`src/design/acm_pkg.sv`:
```
// ============================================================================
// acm_pkg: shared types and constants of the argmax confusion matrix counter
// Holds the item kind codes, the controller state type, the command and
// status bundles between controller and datapath, and parameter defaults.
// ============================================================================
`default_nettype none

package acm_pkg;

  // Parameter defaults for the top level.
  localparam int MAX_CLASSES_DEF = 16;
  localparam int COUNT_BITS_DEF  = 32;
  localparam int SCORE_BITS_DEF  = 16;

  // Fixed field widths.
  localparam int KIND_W = 2;
  localparam int IDX_W  = 4;
  localparam int CFG_W  = 5;
  localparam int OUT_W  = 32;

  localparam logic [CFG_W-1:0] CLASS_COUNT_RST = 5'd16;

  // Item kind codes. The fourth code is ignored.
  localparam logic [KIND_W-1:0] KIND_SCORE = 2'd0;
  localparam logic [KIND_W-1:0] KIND_READ  = 2'd1;
  localparam logic [KIND_W-1:0] KIND_CLEAR = 2'd2;

  typedef enum logic [2:0] {
    ST_CLEAR,
    ST_IDLE,
    ST_READ,
    ST_CNT_RD,
    ST_CNT_WR
  } state_t;

  // Controller to datapath.
  typedef struct packed {
    logic score_en;  // Accepted score transaction: update trackers.
    logic read_en;   // Accepted read transaction: read the requested cell.
    logic out_load;  // Load the output register from the read data.
    logic cnt_rd;    // Read the cell of the current pair.
    logic cnt_wr;    // Write back the incremented count and advance the pair.
    logic clr_wr;    // Write zero at the clear counter and advance it.
  } cmd_t;

  // Datapath to controller.
  typedef struct packed {
    logic sample_end;  // The incoming score transaction closes its sample.
    logic pair_last;   // The current pair is the last one of the masks.
    logic clr_last;    // The clear counter is at the last cell.
  } sts_t;

endpackage

`default_nettype wire

```
`src/design/acm_ctrl.sv`:
```
// ============================================================================
// acm_ctrl: controller of the argmax confusion matrix counter
// Sequences the clearing sweep, cell reads and the read-modify-write of
// every tie pair at the end of a sample, and owns both handshakes.
// ============================================================================
`default_nettype none

module acm_ctrl (
  input  wire logic                        clk,
  input  wire logic                        rst_n,
  input  wire logic                        in_valid,
  output logic                             in_stall,
  input  wire logic [acm_pkg::KIND_W-1:0]  in_kind,
  output logic                             out_valid,
  input  wire logic                        out_stall,
  output acm_pkg::cmd_t                    cmd,
  input  wire acm_pkg::sts_t               sts
);
  import acm_pkg::*;

  state_t state_r, state_nxt;
  logic   out_valid_r, out_valid_nxt;
  logic   accept;

  always_comb begin
    in_stall = (state_r != ST_IDLE) || (out_valid_r && in_kind == KIND_READ);
    accept   = in_valid && !in_stall;
    cmd          = '0;
    cmd.score_en = accept && in_kind == KIND_SCORE;
    cmd.read_en  = accept && in_kind == KIND_READ;
    state_nxt     = state_r;
    out_valid_nxt = out_valid_r && out_stall;
    case (state_r)
      ST_CLEAR: begin
        cmd.clr_wr = 1'b1;
        if (sts.clr_last) state_nxt = ST_IDLE;
      end
      ST_IDLE: begin
        if (cmd.score_en && sts.sample_end) begin
          state_nxt = ST_CNT_RD;
        end else if (cmd.read_en) begin
          state_nxt = ST_READ;
        end else if (accept && in_kind == KIND_CLEAR) begin
          state_nxt = ST_CLEAR;
        end
      end
      ST_READ: begin
        cmd.out_load  = 1'b1;
        out_valid_nxt = 1'b1;
        state_nxt     = ST_IDLE;
      end
      ST_CNT_RD: begin
        cmd.cnt_rd = 1'b1;
        state_nxt  = ST_CNT_WR;
      end
      ST_CNT_WR: begin
        cmd.cnt_wr = 1'b1;
        state_nxt  = sts.pair_last ? ST_IDLE : ST_CNT_RD;
      end
      default: begin
        state_nxt = ST_IDLE;
      end
    endcase
  end

  always_ff @(posedge clk) begin
    if (!rst_n) begin
      state_r     <= ST_CLEAR;
      out_valid_r <= 1'b0;
    end else begin
      state_r     <= state_nxt;
      out_valid_r <= out_valid_nxt;
    end
  end

  assign out_valid = out_valid_r;

endmodule

`default_nettype wire
```
`config.mk`:
```
export PLATFORM = sky130hd
export DESIGN_NAME = acm_ctrl
export DESIGN_NICKNAME = d
export VERILOG_FILES = /design/src/design/acm_pkg.sv /design/src/design/acm_ctrl.sv
export SDC_FILE = /design/constraint.sdc
export NUM_CORES = 1
export LEC_CHECK = 0
export BUFFER_PORTS_ARGS = -buffer_cell sky130_fd_sc_hd__buf_4
export CORE_AREA = 3 3 40 42
export CTS_CLUSTER_DIAMETER = 200
export DETAILED_ROUTE_END_ITERATION = 10
export DIE_AREA = 0 0 43 45
export GPL_TIMING_DRIVEN = 1
export SYNTH_ARGS = -nofsm -noshare
export SYNTH_HDL_FRONTEND = slang
export SYNTH_SLANG_ARGS = --single-unit
```
`constraint.sdc`:
```
create_clock -name clk -period 1.7 [get_ports clk]
set_input_delay 0.085 -clock clk [delete_from_list [all_inputs] [get_ports clk]]
set_output_delay 0.085 -clock clk [all_outputs]
set_load 0.02 [all_outputs]
```
* Yosys cells after proc, flatten, opt, wreduce, memory -nomap -nowiden
Cells that the tools add are included.
** Storage, ports and cells
- Register bits after elaboration :: 4
- Logic and storage cells :: 34
** Operators by class
- Equality and inequality tests :: 9
- Reduce and logical (&&, ||, !) cells :: 12
- Mux-type cells :: 11
** Operator list (count)
- 3-bit two-way mux :: 4
- 3-bit one-hot mux with 4 select lines :: 1
- 1-bit logical AND :: 7
- 3-bit by 2-bit equality test with 1-bit output, second input constant :: 2
- 1-bit two-way mux :: 5
- 4-bit != test, second input constant :: 1
- 3-bit by 1-bit equality test with 1-bit output, second input constant :: 1
- 3-bit equality test, second input constant :: 1
- 3-bit zero test :: 1
- 3-bit by 1-bit != test with 1-bit output, second input constant :: 1
- 2-bit by 1-bit equality test with 1-bit output, second input constant :: 1
- 2-bit equality test, second input constant :: 1
- 2-bit zero test :: 1
- 2-bit two-way mux :: 1
- 2-bit != test, second input constant :: 1
- 2-bit AND reduction :: 1
- 1-bit zero test :: 1
- 1-bit logical OR :: 1

* Logic depth before layout (Yosys ltp)
- Word-level depth :: 10
- Mapped depth :: 3
- Gate-level depth less buffers :: 3

* Least setup slack after synthesis
Ideal clock, no wire load.
- Path type :: reg2out
- Start point :: register state_r[0]
- End point :: output cmd[4] in the netlist's numbering
- Slack :: 109 ps
- Arrival :: 1506 ps
- Data required time :: 1615 ps
- Cell stages (with the launch flop) :: 4
- Path through :: dfxtp_1 > or3b_1 > a21o_2 > nor3_1
** RTL lines
- from (decl) :: RTL line acm_ctrl.sv:21 : state_t state_r, state_nxt;
- from (signal assigned) :: RTL line acm_ctrl.sv:71 : state_r <= state_nxt;
- to (decl) :: RTL line acm_ctrl.sv:16 : output acm_pkg::cmd_t cmd,

==> impl_results.md <==
* Tightest Hold Check Type: primary input to flop
* Fin worst setup slack at 0.107 ns
* DRT Wirelength at 602 um
* Compound-Gate Fraction of Synth Area at 21.3%
* Cell Area, Synth at 235 um2
* Half-perimeter wire length of the detailed placement result at 510 um
* Clock power frac at 41.6%
* Classification of the worst setup path: flop to output port
* Switching power total at 63.3 uW
* Critical-path cell list: or3b_1 -> a21o_2 -> nor3_2 -> buf_4
* Port Buffer Count at 16
* Slack of the worst reg-to-reg path at 0.32 ns
* Initial core utilization at 18.3%
* Mean cell area of the mapped netlist at 8.71 um2
* Area share of xor/xnor cells in the synthesized design at 0%
* Element type at the critical path start: flop
* Kind of cell adding the most delay to the critical path: simple AND/OR/NAND/NOR gates
* Setup repair after global routing missed its margin: no
* Comb power frac at 21.1%
* Number of fill cells in the layout at 144
* Most common cell after layout, fill and taps aside: sky130_fd_sc_hd__buf_4
* Vias post-DR at 275
* Sequential share of power at 37.3%
* Global-route wire length before repair at 979 um
* Drt first-iter violations at 7
* Worst Setup Slack post-DPL at 0.279 ns
* Die width at 43 um
* Endpoint of the worst register-to-register path: state_r[1]$_SDFFE_PN0P_
* Total Routing Usage GR at 6.82%
* Non-Filler Instances at 61
* Number of distinct library cells after synthesis at 17
* Yosys top cell area share at 34.0%
* FF/Latch Area at 81.3 um2
* Count of endpoints failing setup in the final report at 0
* Slew @ Worst Pin at 0.453 ns
* #FFs+latches synth at 4
* Count of TritonRoute iterations in the first routing pass at 4
* Residual overflow from global routing at 0
* Number of DRC violations after detailed routing at 0
* Clock slew at reported path FFs at 0.03 ns
* Diodes inserted at 0
* Mux share of post-synthesis cell area at 4.79%
* Startpoint of the most critical register-to-register path: state_r[1]$_SDFFE_PN0P_
* End of the critical path: cmd[4]
* Via count normalized by instance count at 4.51
* Post-Synthesis Cells at 27
* Sum of internal, switching and leakage power at 271 uW
* Post-Synth Simple-Gate Area at 38.3%
* Number of sinks handled by clock tree synthesis at 4
* Area of the multi-input gates at 156 um2
* CTS hold repair buffers at 0
* Max-Cap Viols at 0
* Critical-path top delay cell: sky130_fd_sc_hd__or3b_1
* Clk Tree Root Cell: sky130_fd_sc_hd__clkbuf_4
* Largest fanout on the critical path at 7
* Final TNS setup at 0 ns
* Depth of the worst register-to-register path at 3
* Lkg Pwr at 0.000182 uW
* Synthesis-to-finish area growth at 71.3%
* Number of buffer and inverter instances along the worst setup path at 1
* Number of stages on the worst hold path at 2
* Synth area leader: sky130_fd_sc_hd__dfxtp_1
* P per Cell Area at 673 nW/um2
* Total Nets Final at 57
* Proportion of synthesized chip area in sequential cells at 34.0%
* Period utilisation layout at 93.7%
* CTS Buffer Depth at 2
* Status: complete, no violations
* Max stage delay on crit path at 0.42 ns
* Synth Area in Adders at 0%
* Internal Dissipation at 208 uW
* Start point of the critical path: state_r[1]$_SDFFE_PN0P_
* Fin Hold WS at 0.0541 ns
* Count of final hold-check violations at 0
* Cells taking the most area after synthesis: sky130_fd_sc_hd__dfxtp_1, sky130_fd_sc_hd__nor3_1, sky130_fd_sc_hd__nor3b_1
* Share of total power consumed by net switching at 23.4%
* Worst endpoint required time at 1.62 ns
* CORE AREA at 1280 um2
* Top Ports at 17
* Final estimated routing congestion in global placement at 0.804
* Antenna violations before repair at 0
* PostCTS Resize Cnt at 0
* Share of post-route cells with drive strength above 1 at 50.0%
* Worst VDD drop at 0.273 mV
* Pin count of the biggest net entering global routing at 8
* Cell total after placement at 58
* Max-Slew Margin vs Limit at 69.4%
* Data arrival time of the critical path at 1.51 ns
* Residual antenna-violating net count after detailed routing at 0
* Clock tree from TritonCTS: yes
* Main combinational cell family by area after synthesis: simple AND/OR/NAND/NOR gates
* Crit. path cell count at 4
* Total die area at 1940 um2
* Number of warning messages in the yosys log at 0
* Max-slew violation total from the final report at 0
* Upper clock frequency limit at 628 MHz
* Core Rows at 13
* Level count of the clock H-tree at 1
* Setup bufs post-CTS at 0
* CP Capture Type: output port
* Average detailed-routed wire length per instance at 9.87 um
* Skew-Pair Late Insertion Delay at 0.23 ns
* Number of clock buffers inserted by TritonCTS at 3
* Clock tree skew after final layout at 0.0000903 ns
* Nets in the synthesized netlist at 36
* Via count of the first global-routing pass at 256
* Clock period minus worst slack at 1.59 ns
* Leading cell types in the layout, fill and taps excluded: sky130_fd_sc_hd__buf_4, sky130_fd_sc_hd__clkbuf_4, sky130_fd_sc_hd__dfxtp_1
* Die Y at 45 um
==> routing by layer <==
layer / global-route usage (%) / wire length (um) / vias up / part of all wire, %
met5: 0 / 0 / - / 0
met4: 5.42 / 0 / 0 / 0
met3: 1.59 / 67 / 0 / 11
met2: 9.58 / 254 / 13 / 42
met1: 8.89 / 279 / 123 / 46
li1: - / - / 139 / -
==> how the worst min path moves through the flow <==
stage | start | endpoint
after floorplan | in_valid | state_r[0]$_SDFFE_PN0P_
after global placement | in_valid | state_r[0]$_SDFFE_PN0P_
after global routing | in_valid | state_r[0]$_SDFFE_PN0P_
after detailed placement | in_valid | state_r[0]$_SDFFE_PN0P_
after CTS | in_valid | state_r[0]$_SDFFE_PN0P_
final | in_valid | state_r[0]$_SDFFE_PN0P_
==> power groups by stage <==
stage	combinational [uW]	clock [uW]	sequential (uW)
4_1_cts	56.8	118	101
5_1_grt	63.3	121	102
3_5_place_dp	56.6	0	102
2_1_floorplan	27.6	0	102
6_report	57.1	113	101
3_3_place_gp	57.0	0	102
==> cells in the mapped netlist, drive strengths merged <==
cell	number
and3	1
inv	1
nor2	2
nor2b	2
or3b	1
mux2	1
a2111o	1
a21oi	1
and2	2
a311oi	1
o41ai	1
nand2b	2
dfxtp	4
a21o	1
nor3b	2
nor3	3
o21a	1
==> worst reg2reg max path, cell delays in order, from the launching register on <==
cell and delay (ns):
sky130_fd_sc_hd__dfxtp_1 0.34, sky130_fd_sc_hd__or3b_1 0.42, sky130_fd_sc_hd__a2111o_1 0.41, sky130_fd_sc_hd__a21oi_1 0.14
==> sequential cells by signal, indices dropped and copies added, names as in the netlist <==
| register | count |
|---|---|
| state_r | 3 |
| out_valid | 1 |
==> metrics by stage <==
stage          area, um2  utilization, %
3_3_place_gp         374            29.1
5_1_grt              403            31.4
4_1_cts              397            30.9
2_1_floorplan        235               -
6_report             403            31.4
3_5_place_dp         374            29.1
==> logic make-up after synthesis <==
family / after synthesis
buf+inv: 1
compound gates: 6
flops: 4
simple gates: 15
mux: 1
==> layout make-up <==
type | count | area share (%)
tap | 15 | 4.66
timing repair buffer | 16 | 29.8
inverter | 1 | 0.932
clock buffer | 3 | 5.59
multi-input combinational | 22 | 38.8
sequential | 4 | 20.2
Power figures use the tool's default switching activity.
